[config.mk]
export PLATFORM = sky130hd
export DESIGN_NAME = gmd_ctrl
export DESIGN_NICKNAME = d
export VERILOG_FILES = /design/src/design/assert_macros.svh /design/src/design/gmd_pkg.sv /design/src/design/gmd_ctrl.sv
export SDC_FILE = /design/constraint.sdc
export NUM_CORES = 1
export LEC_CHECK = 0
export BUFFER_PORTS_ARGS = -buffer_cell sky130_fd_sc_hd__buf_2
export CAP_MARGIN = 20
export CORE_AREA = 2 2 39 41
export DETAILED_ROUTE_END_ITERATION = 12
export DIE_AREA = 0 0 41 43
export SLEW_MARGIN = 15
export SYNTH_ARGS = -nofsm -noshare
export SYNTH_HDL_FRONTEND = slang
export SYNTH_SLANG_ARGS = --single-unit
[constraint.sdc]
create_clock -name clk -period 2.8 [get_ports clk]
set_input_delay 0.7 -clock clk [delete_from_list [all_inputs] [get_ports clk]]
set_output_delay 0.7 -clock clk [all_outputs]
set_load 0.02 [all_outputs]
[src/design/assert_macros.svh]
// Assertion macros used by the grid cell motion detector datapath.
// Each macro expects clk and rst_n to be visible in the calling module.
`ifndef ASSERT_MACROS_SVH
`define ASSERT_MACROS_SVH

// Same-cycle check, disabled while reset is asserted.
`define GMD_ASSERT(lbl, prop, msg) \
  lbl: assert property (@(posedge clk) disable iff (!rst_n) prop) else $error(msg);

// Next-cycle check, disabled while reset is asserted.
`define GMD_ASSERT_NEXT(lbl, ante, cons, msg) \
  lbl: assert property (@(posedge clk) disable iff (!rst_n) ante |=> cons) else $error(msg);

`endif

[src/design/gmd_pkg.sv]
// Types and constants for the grid cell motion detector.
// Used by the controller, datapath, divider and top level.
package gmd_pkg;

  typedef enum logic [2:0] {
    ST_CLEAR, ST_IDLE, ST_FETCH, ST_PREP, ST_DIV1, ST_START2, ST_DIV2, ST_EMIT
  } gmd_state_t;

  // measure_mode codes
  localparam logic [2:0] MEAS_U = 3'd0;
  localparam logic [2:0] MEAS_Y = 3'd1;
  localparam logic [2:0] MEAS_V = 3'd2;
  localparam logic [2:0] MEAS_R = 3'd3;
  localparam logic [2:0] MEAS_G = 3'd4;
  localparam logic [2:0] MEAS_B = 3'd5;

  // region_mode codes
  localparam logic [1:0] REGION_ALL     = 2'd0;
  localparam logic [1:0] REGION_INSIDE  = 2'd1;
  localparam logic [1:0] REGION_OUTSIDE = 2'd2;

  // configuration register indexes
  localparam logic [2:0] REG_MEASURE_MODE = 3'd0;
  localparam logic [2:0] REG_THRESHOLD    = 3'd1;
  localparam logic [2:0] REG_POINTS       = 3'd2;
  localparam logic [2:0] REG_REGION_MODE  = 3'd3;
  localparam logic [2:0] REG_COL_LO       = 3'd4;
  localparam logic [2:0] REG_COL_HI       = 3'd5;
  localparam logic [2:0] REG_ROW_LO       = 3'd6;
  localparam logic [2:0] REG_ROW_HI       = 3'd7;

  localparam int PTS_W  = 21;
  localparam int CNT_W  = 11;
  localparam int CFG_W  = 21;
  localparam int IDX_W  = 10;
  localparam int IN_W   = 56;
  localparam int OUT_W  = 40;

  localparam logic [CNT_W-1:0] CNT_MAX = 11'd2047;

  // YUV to RGB coefficients, 12-bit fraction
  localparam logic signed [13:0] COEF_RV = 14'sd5743;
  localparam logic signed [13:0] COEF_GU = 14'sd1411;
  localparam logic signed [13:0] COEF_GV = 14'sd2925;
  localparam logic signed [13:0] COEF_BU = 14'sd7258;
  localparam logic signed [24:0] ROUND_HALF = 25'sd2048;
  localparam logic [8:0] CHROMA_OFS = 9'd128;
  localparam logic signed [12:0] PIX_MAX = 13'sd255;

  typedef struct packed {
    logic clr_en;
    logic take;
    logic fetch;
    logic prep;
    logic div_start;
    logic div_sel;
    logic cap_diff;
    logic cap_lvl;
    logic out_load;
  } gmd_cmd_t;

  typedef struct packed {
    logic clr_done;
    logic div_done;
    logic out_free;
  } gmd_sts_t;

endpackage

[src/design/gmd_ctrl.sv]
// Controller state machine for the grid cell motion detector.
// Drives gmd_cmd_t commands into the datapath, reads gmd_sts_t back.
module gmd_ctrl
  import gmd_pkg::*;
(
  input  logic     clk,
  input  logic     rst_n,
  input  logic     in_tvalid,
  input  logic     in_cell_end,
  output logic     in_tready,
  input  gmd_sts_t sts,
  output gmd_cmd_t cmd
);

  gmd_state_t state_r, state_nxt;

  always_comb begin
    state_nxt = state_r;
    case (state_r)
      ST_CLEAR:  if (sts.clr_done) state_nxt = ST_IDLE;
      ST_IDLE:   if (in_tvalid && in_cell_end) state_nxt = ST_FETCH;
      ST_FETCH:  state_nxt = ST_PREP;
      ST_PREP:   state_nxt = ST_DIV1;
      ST_DIV1:   if (sts.div_done) state_nxt = ST_START2;
      ST_START2: state_nxt = ST_DIV2;
      ST_DIV2:   if (sts.div_done) state_nxt = ST_EMIT;
      ST_EMIT:   if (sts.out_free) state_nxt = ST_IDLE;
      default:   state_nxt = ST_CLEAR;
    endcase
  end

  always_comb begin
    cmd       = '0;
    in_tready = 1'b0;
    case (state_r)
      ST_CLEAR: cmd.clr_en = 1'b1;
      ST_IDLE: begin
        in_tready = 1'b1;
        cmd.take  = in_tvalid;
      end
      ST_FETCH: cmd.fetch = 1'b1;
      ST_PREP: begin
        cmd.prep      = 1'b1;
        cmd.div_start = 1'b1;
      end
      ST_DIV1: cmd.cap_diff = sts.div_done;
      ST_START2: begin
        cmd.div_start = 1'b1;
        cmd.div_sel   = 1'b1;
      end
      ST_DIV2: cmd.cap_lvl = sts.div_done;
      ST_EMIT: cmd.out_load = sts.out_free;
      default: cmd = '0;
    endcase
  end

  always_ff @(posedge clk) begin
    if (!rst_n) begin
      state_r <= ST_CLEAR;
    end else begin
      state_r <= state_nxt;
    end
  end

endmodule

### Word level (Yosys, flattened, before mapping)

Cells that the tools add are included.

* equality and inequality tests: 12
* reduce and logical (&&, ||, !) cells: 4
* mux-type cells: 16

Operators with widths (count)
* $pmux W3 S8: 1
* $mux W3: 5
* $eq A3 B3 Y1 const B: 4
* $mux W1: 10
* $ne A2 B2 Y1 const B: 5
* $eq A3 B2 Y1 const B: 2
* $reduce_and A5 Y1: 1
* $eq A3 B1 Y1 const B: 1
* $logic_not A3 Y1: 1
* $reduce_or A2 Y1: 1
* $logic_and A1 B1 Y1: 1

* output and inout port bits: 10
* input port bits: 7
* register bits after elaboration: 3

### Longest topological paths before layout

Gate-level depths: netlist of run 1.

* word-level depth: 3
* gate-level depth with buffers: 4

### Worst setup path after synthesis of run 1

No wires, ideal clock.

* kind: flip-flop to output port
* from: register state_r[1]
* to: output cmd[6] (netlist name)
* arrival: 1.085 ns
* cell stages (with the launch flop): 3
* buffers on the path: 1
* slack: 1.015 ns
* data required time: 2.100 ns
* cell sequence: dfxtp_1 > buf_2 > nor3b_1

RTL lines
* start: declaration: RTL line gmd_ctrl.sv:15 `gmd_state_t state_r, state_nxt;`
* start signal: assignment: RTL line gmd_ctrl.sv:61 `state_r <= state_nxt;`
* end: declaration: RTL line gmd_ctrl.sv:12 `output gmd_cmd_t cmd`

==> flow_metrics.env, run 1 <==
export IMPL_wl_um=634
export IMPL_synth_avg_cell_area_um2=7.11
export IMPL_yosysTopAreaCell="dfxtp_1"
export IMPL_status="completed"
export IMPL_fin_crit_sh_pct=73.0
export IMPL_reg_largest_list="state_r (3)"
export IMPL_post_drt_wl_per_cell_um=9.32
export IMPL_vias=301
export IMPL_switching_share_pct=39.3
export IMPL_whs_endpoint="state_r[1]"
export IMPL_synthTopCellsByArea="dfxtp_1 24%, nand2_1 11%, buf_6 9.0%, nor2_1 7.5%, nor3b_1 6.0%"
export IMPL_via_per_inst=4.43
export IMPL_synthDistinctLibCells=19
export IMPL_worst_slew_pin_slew_ps=406
export IMPL_synth_cells=35
export IMPL_dp_cells=64
export IMPL_grt_max_degree=15
export IMPL_cts_resized=0
export IMPL_maxSlewViolCount=0
export IMPL_cts_root_buf="clkbuf_4"
export IMPL_yosysWarningCount=0
export IMPL_p_switching_mw=0.0907
export IMPL_cts_max_level=1
export IMPL_cp_slowest_cell="dfxtp_1"
export IMPL_skew_ps=0.0397
export IMPL_fp_dieH_um=43
export IMPL_core_area_um2=1380
export IMPL_ir_worst_vdd_v=0.000184
export IMPL_finalPower_mw=0.231
export IMPL_synthFlopType="dfxtp_1"
export IMPL_clk_latency_ps=230
export IMPL_holdBufCountCts=0
export IMPL_rows=14
export IMPL_required_ps=2100
export IMPL_synthArstFlopShare_pct=0
export IMPL_grt_pass1_vias=252
export IMPL_grtUsageTotal_pct=9.23
export IMPL_crit_type="reg -> out"
export IMPL_cap_viol_max_count=0
export IMPL_clock_path_buffers=2
export IMPL_die_area_um2=1760
export IMPL_place_congestion=0.743
export IMPL_antenna_found_initial=0
export IMPL_setup_viol=0
export IMPL_diodes=0
export IMPL_reg2reg_slack_ps=1600
export IMPL_reg2reg_depth=3
export IMPL_initial_utilization_pct=18.0
export IMPL_critPathArrivalTime_ps=1340
export IMPL_p_per_area_nw_per_um2=664
export IMPL_utilization_pct=25.1
export IMPL_worstHoldStart="state_r[0]"
export IMPL_clockPowerShare_pct=33.1
export IMPL_intPower_mw=0.140
export IMPL_path_clk_slew_ps=40
export IMPL_synth_area_um2=249
export IMPL_critical_path_max_stage_delay_ps=530
export IMPL_firstDrtPassIters=2
export IMPL_regMostFlops="state_r"
export IMPL_cts_made_buffers=3
export IMPL_setup_tns_ps=0
export IMPL_dpl_hpwl_um=480
export IMPL_ys_top_cells_by_count="7 x nand2_1, 5 x nor2_1, 3 x dfxtp_1"
export IMPL_crit_path_start_kind="flip-flop"
export IMPL_die_width_um=41
export IMPL_route_detailed_drc=0
export IMPL_drive_gt1_share_pct=38.5
export IMPL_first_iter_violations=1
export IMPL_layout_nets=60
export IMPL_io_pins=17
export IMPL_synth_edf_count=0
export IMPL_yosysSeqAreaShare_pct=24.1
export IMPL_combPwrFrac_pct=35.0
export IMPL_fillerInstances=157
export IMPL_fin_crit_ps=2040
export IMPL_syn_to_final_growth_pct=39.7
export IMPL_port_buffers=16
export IMPL_worstPathCellList="nor2b_2 -> and3_1 -> buf_2"
export IMPL_seqPwrFrac_pct=31.8
export IMPL_synth_nets=42
export IMPL_cts_tree="done"
export IMPL_reg2reg_from="state_r[2]"
export IMPL_largest_reg_flops=3
export IMPL_fmax_ghz=0.489
export IMPL_slew_headroom_pct=72.9
export IMPL_grt_pass1_wl_mm=1.10
export IMPL_r2r_end="state_r[0]"
export IMPL_gr_total_overflow=0
export IMPL_final_instance_count_excl_fill=68
export IMPL_worstHoldPathType="reg -> reg"
export IMPL_power_leakage_nw=0.179
export IMPL_yosysTopAreaCellShare_pct=24.1
export IMPL_hold_viol=0
export IMPL_endpoint_kind="primary output"
export IMPL_holdPathStages=1
export IMPL_synth_most_common_cell="nand2_1"
export IMPL_critPathMaxFanout=12
export IMPL_ys_seq_elements=3
export IMPL_cts_sinks=3
export IMPL_final_antenna_net_count=0
export IMPL_grt_setup_unrepaired="no"
export IMPL_cts_setup_buffers=0
==> placed cells by master (no fill, tap or decap), types with 2 or more instances in the layout <==
cell type	synthesis	routed
a21oi_1	2	2
and3_1	2	2
buf_2	1	16
clkbuf_4	0	3
dfxtp_1	3	3
nand2_1	7	7
nor2_1	5	5
nor3b_1	2	2
==> worst max path at each step <==
stage          slack, ps        from      to
3_3_place_gp         960      sts[0]  cmd[0]
2_1_floorplan       1010  state_r[1]  cmd[6]
4_1_cts              760  state_r[2]  cmd[1]
5_1_grt              610  state_r[2]  cmd[1]
6_report             760  state_r[2]  cmd[1]
3_5_place_dp         940      sts[0]  cmd[0]
==> per-stage QoR <==
step	cell area, um2	hold slack (ps)	worst slack (ps)
global placement	322	587	958
detailed placement	322	614	937
floorplan	249	579	1010
CTS	348	624	757
finish	348	624	756
global route	348	692	606
==> final cells by class <==
class	instances	area, um2	area share, %
Clock buffer	4	26.3	7.55
Inverter	1	3.75	1.08
Multi-Input combinational cell	28	158	45.3
Sequential cell	3	60.1	17.3
Tap cell	16	20.0	5.76
Timing Repair Buffer	16	80.1	23.0
==> metal layers <==
| layer | track usage, % | vias to the layer above | routed length [um] |
|---|---|---|---|
| met5 | 0 | - | 0 |
| li1 | - | 158 | - |
| met3 | 1.57 | 2 | 31 |
| met1 | 12.8 | 132 | 307 |
| met4 | 8.00 | 0 | 14 |
| met2 | 11.6 | 9 | 280 |
==> worst max-delay path, delay by kind of cell (launching register included) <==
family,cells,cell delay (ps)
flops,1,530
simple gates,2,420
buf+inv,1,160
==> logic make-up (layout without fill, tap and decap cells) <==
family,Yosys count,after routing,synth area share (%)
and+or+nand+nor,19,19,37.2
DFF,3,3,24.1
buffers and inverters,4,21,12.6
AOI/OAI and AO/OA,9,9,26.1
==> power by group through the flow <==
stage | Combinational [mW] | Sequential, mW | Clock, mW
after floorplan | 0.0801 | 0.0576 | 0
after global placement | 0.0812 | 0.0734 | 0
final | 0.0809 | 0.0735 | 0.0765
after CTS | 0.0818 | 0.0728 | 0.0801
after detailed placement | 0.0815 | 0.0737 | 0
after global routing | 0.0879 | 0.0784 | 0.0812
Power figures use the tool's default switching activity.
==> run 2, diff against run 1 <==
--- a/config.mk
+++ b/config.mk
@@ -5,6 +5,7 @@
 export SDC_FILE = /design/constraint.sdc
 export NUM_CORES = 1
 export LEC_CHECK = 0
+export ABC_AREA = 1
 export BUFFER_PORTS_ARGS = -buffer_cell sky130_fd_sc_hd__buf_2
 export CAP_MARGIN = 20
 export CORE_AREA = 2 2 39 41
==> constraint.sdc (replaced) <==
create_clock -name clk -period 2 [get_ports clk]
set_input_delay 0.5 -clock clk [delete_from_list [all_inputs] [get_ports clk]]
set_output_delay 0.5 -clock clk [all_outputs]
set_load 0.02 [all_outputs]
==> flow_metrics.env, run 2 <==
export IMPL_core_area_um2=1380
export IMPL_critical_path_max_stage_delay_ps=460
export IMPL_grt_setup_unrepaired="no"
export IMPL_synthXorXnorAreaFrac_pct=0
export IMPL_mostFrequentLayoutCell="buf_2"
export IMPL_cts_resized=0
export IMPL_yosysSeqAreaShare_pct=22.4
export IMPL_synth_area_mux_share_pct=0
export IMPL_place_congestion=0.811
export IMPL_yosysTopAreaCellShare_pct=22.4
export IMPL_synth_edf_count=0
export IMPL_via_per_inst=4.18
export IMPL_die_width_um=41
export IMPL_cts_max_level=1
export IMPL_power_leakage_nw=0.254
export IMPL_reg_largest_list="state_r (3)"
export IMPL_syn_to_final_growth_pct=47.2
export IMPL_synthArstFlopShare_pct=0
export IMPL_synth_avg_cell_area_um2=5.58
export IMPL_status="completed"
export IMPL_final_cell_mix="16 x buf_2, 10 x nand2_1, 10 x nor2_1"
export IMPL_diodes=0
export IMPL_largest_reg_flops=3
export IMPL_cap_viol_max_count=0
export IMPL_route_detailed_drc=0
export IMPL_seqPwrFrac_pct=22.8
export IMPL_cts_sinks=3
export IMPL_cts_setup_buffers=0
export IMPL_fp_dieH_um=43
export IMPL_cts_tree="done"
export IMPL_fin_crit_ps=1680
export IMPL_crit_type="reg -> out"
export IMPL_clk_latency_ps=230
export IMPL_cts_root_buf="clkbuf_4"
export IMPL_die_area_um2=1760
export IMPL_worstPathCellList="nand2_1 -> nor3_1 -> buf_2"
export IMPL_fin_crit_sh_pct=84.1
export IMPL_utilization_pct=28.5
export IMPL_grtUsageTotal_pct=8.63
export IMPL_maxSlewViolCount=0
export IMPL_layout_nets=76
export IMPL_critPathMaxFanout=7
export IMPL_synthTopCellsByArea="dfxtp_1 22%, nand2_1 14%, nor2_1 14%, inv_1 13%, nand3_1 7.5%"
export IMPL_crit_path_start_kind="flip-flop"
export IMPL_worstHoldPathType="in -> reg"
export IMPL_grt_pass1_wl_mm=1.01
export IMPL_rows=14
export IMPL_fmax_ghz=0.594
export IMPL_firstDrtPassIters=4
export IMPL_clockPowerShare_pct=16.4
export IMPL_regMostFlops="state_r"
export IMPL_required_ps=1500
export IMPL_hold_viol=0
export IMPL_io_pins=17
export IMPL_synth_compound_area_share_pct=2.34
export IMPL_cp_depth=3
export IMPL_ir_worst_vdd_v=0.000506
export IMPL_synthFlopType="dfxtp_1"
export IMPL_ys_top_cells_by_count="10 x nand2_1, 10 x nor2_1, 9 x inv_1, 4 x nand3_1"
export IMPL_endpoint_kind="primary output"
export IMPL_p_per_area_nw_per_um2=1570
export IMPL_synth_simple_area_share_pct=59.8
export IMPL_switching_share_pct=52.3
export IMPL_synth_nets=55
export IMPL_first_iter_violations=6
export IMPL_yosysWarningCount=0
export IMPL_synth_top_family_by_area="simple AND/OR/NAND/NOR gates"
export IMPL_holdBufCountCts=0
export IMPL_fillerInstances=167
export IMPL_setup_tns_ps=0
export IMPL_slew_headroom_pct=81.8
export IMPL_port_buffers=16
export IMPL_gr_total_overflow=0
export IMPL_synth_fa_ha_area_share_pct=0
export IMPL_wl_um=693
export IMPL_antenna_found_initial=0
export IMPL_cts_made_buffers=3
export IMPL_worst_slew_pin_slew_ps=273
export IMPL_reg2reg_depth=6
export IMPL_drive_gt1_share_pct=36.8
export IMPL_final_antenna_net_count=0
export IMPL_vias=351
export IMPL_synth_area_um2=268
export IMPL_ys_seq_elements=3
export IMPL_holdPathStages=3
export IMPL_cp_slowest_cell="dfxtp_1"
export IMPL_yosysTopAreaCell="dfxtp_1"
export IMPL_grt_pass1_vias=262
export IMPL_p_switching_mw=0.323
export IMPL_synth_cells=48
export IMPL_critPathTopFamily="flip-flops"
export IMPL_setup_viol=0
export IMPL_clock_path_buffers=2
export IMPL_dpl_hpwl_um=571
export IMPL_synthDistinctLibCells=14
export IMPL_skew_ps=2.56
export IMPL_crit_buf_inv=1
export IMPL_grt_max_degree=8
export IMPL_critPathArrivalTime_ps=1180
export IMPL_intPower_mw=0.295
export IMPL_path_clk_slew_ps=40
export IMPL_post_drt_wl_per_cell_um=8.25
export IMPL_combPwrFrac_pct=60.8
export IMPL_initial_utilization_pct=19.3
-- run 2: worst register-to-register path: stages (launching register included) --
cell and delay [ps]:
dfxtp_1 460, inv_2 110, nand3_1 110, nand2_2 60, or2_1 200, nor2_1 130
nor2_1 60
-- run 2: stage by stage --
stage,hold slack (ps),setup WS [ps],total power [mW],cell area [um2],instances
finish,523,318,0.618,394,84
floorplan,581,467,0.414,268,48
detailed placement,623,528,0.522,368,80
CTS,514,295,0.629,394,84
global placement,614,522,0.511,368,80
global route,521,219,0.688,394,84
-- run 2: routing by layer --
layer / share of wire (%) / track usage (%)
met1: 47 / 10.9
met2: 47 / 12.5
met3: 5.6 / 1.57
met4: 0 / 6.00
met5: 0 / 0
-- run 2: power by group through the flow --
stage / logic, mW / registers (mW) / clock network [mW]
3_5_place_dp: 0.377 / 0.145 / 0
4_1_cts: 0.378 / 0.143 / 0.107
2_1_floorplan: 0.285 / 0.130 / 0
6_report: 0.375 / 0.141 / 0.101
3_3_place_gp: 0.371 / 0.141 / 0
5_1_grt: 0.423 / 0.151 / 0.113
-- run 2: cell families (layout without fill, tap and decap cells) --
kind of cell	Yosys count	in the layout
flip-flops	3	3
AO/OA/AOI/OAI	1	1
buffers and inverters	11	31
AND/OR/NAND/NOR	33	33
-- run 2: worst paths after layout --
kind	start	end	slack, ps
setup / recovery	state_r[1]	cmd[1]	320
hold / removal	rst_n	state_r[0]	520
setup reg to reg	state_r[2]	state_r[2]	770
hold reg to reg	state_r[1]	state_r[1]	630
-- run 2: layout make-up --
class,count,area (um2),share of cell area [%]
inverters,11,41.3,10.5
repair buffers,16,80.1,20.3
multi-input cells,34,166,42.2
clock buffers,4,26.3,6.67
well taps,16,20.0,5.08
flip-flops and latches,3,60.1,15.2
==> run 3, diff against run 2 <==
==> constraint.sdc (replaced) <==
create_clock -name clk -period 1.5 [get_ports clk]
set_input_delay 0.375 -clock clk [delete_from_list [all_inputs] [get_ports clk]]
set_output_delay 0.375 -clock clk [all_outputs]
set_load 0.02 [all_outputs]
==> flow_metrics.env, run 3 (synthesis gave the netlist of run 2 again) <==
export IMPL_combPwrFrac_pct=61.5
export IMPL_initial_utilization_pct=19.3
export IMPL_mostFrequentLayoutCell="buf_2"
export IMPL_fin_crit_ps=1440
export IMPL_place_congestion=0.760
export IMPL_final_cell_mix="13 x buf_2, 10 x nor2_1, 9 x nand2_1, 9 x inv_1"
export IMPL_dp_cells=80
export IMPL_fin_crit_sh_pct=96.2
export IMPL_vias=351
export IMPL_holdPathStages=3
export IMPL_required_ps=1120
export IMPL_die_area_um2=1760
export IMPL_slew_headroom_pct=88.8
export IMPL_cts_max_level=1
export IMPL_clockPowerShare_pct=15.8
export IMPL_path_clk_slew_ps=40
export IMPL_grt_pass1_vias=266
export IMPL_cts_root_buf="clkbuf_4"
export IMPL_gr_total_overflow=0
export IMPL_via_per_inst=4.13
export IMPL_power_leakage_nw=0.262
export IMPL_clock_path_buffers=2
export IMPL_route_detailed_drc=0
export IMPL_worst_slew_pin_slew_ps=167
export IMPL_reg_largest_list="state_r (3)"
export IMPL_port_buffers=16
export IMPL_first_iter_violations=14
export IMPL_p_per_area_nw_per_um2=2090
export IMPL_skew_ps=0.907
export IMPL_dpl_hpwl_um=571
export IMPL_drive_gt1_share_pct=44.9
export IMPL_stdcell_area_um2=425
export IMPL_grt_pass1_wl_um=979
export IMPL_core_area_um2=1380
export IMPL_switching_share_pct=50.4
export IMPL_hold_viol=0
export IMPL_ir_worst_vdd_v=0.000865
export IMPL_antenna_found_initial=0
export IMPL_syn_to_final_growth_pct=58.9
export IMPL_critPathArrivalTime_ps=1070
export IMPL_rows=14
export IMPL_wl_um=730
export IMPL_grt_setup_unrepaired="yes"
export IMPL_layout_nets=77
export IMPL_p_switching_mw=0.449
export IMPL_setup_viol=0
export IMPL_fmax_ghz=0.693
export IMPL_reg2reg_depth=6
export IMPL_worstHoldPathType="in -> reg"
export IMPL_final_instance_count_excl_fill=85
export IMPL_final_antenna_net_count=0
export IMPL_cts_sinks=3
export IMPL_critPathMaxFanout=6
export IMPL_cts_tree="done"
export IMPL_regMostFlops="state_r"
export IMPL_crit_type="reg -> out"
export IMPL_firstDrtPassIters=2
export IMPL_diodes=0
export IMPL_fp_dieH_um=43
export IMPL_status="completed"
export IMPL_die_width_um=41
export IMPL_maxSlewViolCount=0
export IMPL_cts_made_buffers=3
export IMPL_cap_viol_max_count=0
export IMPL_crit_path_start_kind="flip-flop"
export IMPL_reg2reg_slack_ps=370
export IMPL_grtUsageTotal_pct=8.12
export IMPL_intPower_mw=0.442
export IMPL_seqPwrFrac_pct=22.7
export IMPL_grt_max_degree=8
export IMPL_dpl_instance_area_um2=368
export IMPL_clk_latency_ps=230
export IMPL_post_drt_wl_per_cell_um=8.59
export IMPL_io_pins=17
export IMPL_endpoint_kind="primary output"
export IMPL_largest_reg_flops=3
==> run 3: area by class of cell <==
type,count,area (um2)
Sequential cell,3,68.8
Tap cell,16,20.0
Multi-Input combinational cell,34,174
Fill cell,163,958
Timing Repair Buffer,17,95.1
Inverter,11,41.3
Clock buffer,4,26.3
==> run 3: final timing paths <==
path	from	to
max	state_r[0]	cmd[7]
min	rst_n	state_r[0]
max reg2reg	state_r[2]	state_r[2]
min reg2reg	state_r[1]	state_r[1]
==> run 3: through the flow <==
step	total power, mW	worst slack, ps	util [%]	setup TNS [ps]	hold slack [ps]
after floorplan	0.553	114	-	0	487
after global placement	0.690	160	26.6	0	619
after detailed placement	0.686	175	26.6	0	610
after CTS	0.848	11.7	28.8	0	374
after global routing	0.975	-4.57	30.7	-4.57	383
final	0.891	56.9	30.7	0	386
==> run 3: what timing repair did <==
| item | 4_1_cts | 5_1_grt |
|---|---|---|
| endpoints found under the setup margin | 7 | 6 |
| resized for setup | 3 | 7 |
| hold buffers | 0 | 0 |
| buffers inserted | 0 | 1 |
==> run 3: worst max-delay path: stages, from the launching register on <==
cell	delay (ps)
dfxtp_4	370
inv_2	60
nor2_4	100
and3_2	170
buf_2	150
==> run 3: metal layers <==
metal | GRT usage (%) | vias to the layer above | routed length (um)
met5 | 0 | - | 0
met4 | 2.00 | 0 | 0
met3 | 5.24 | 0 | 69
met2 | 11.3 | 11 | 362
met1 | 10.3 | 148 | 298
li1 | - | 192 | -
==> run 3: power by group through the flow <==
stage | combinational, mW | clock [mW] | sequential [mW]
2_1_floorplan | 0.380 | 0 | 0.173
3_3_place_gp | 0.507 | 0 | 0.183
3_5_place_dp | 0.502 | 0 | 0.185
4_1_cts | 0.507 | 0.149 | 0.193
5_1_grt | 0.609 | 0.157 | 0.209
6_report | 0.548 | 0.141 | 0.203
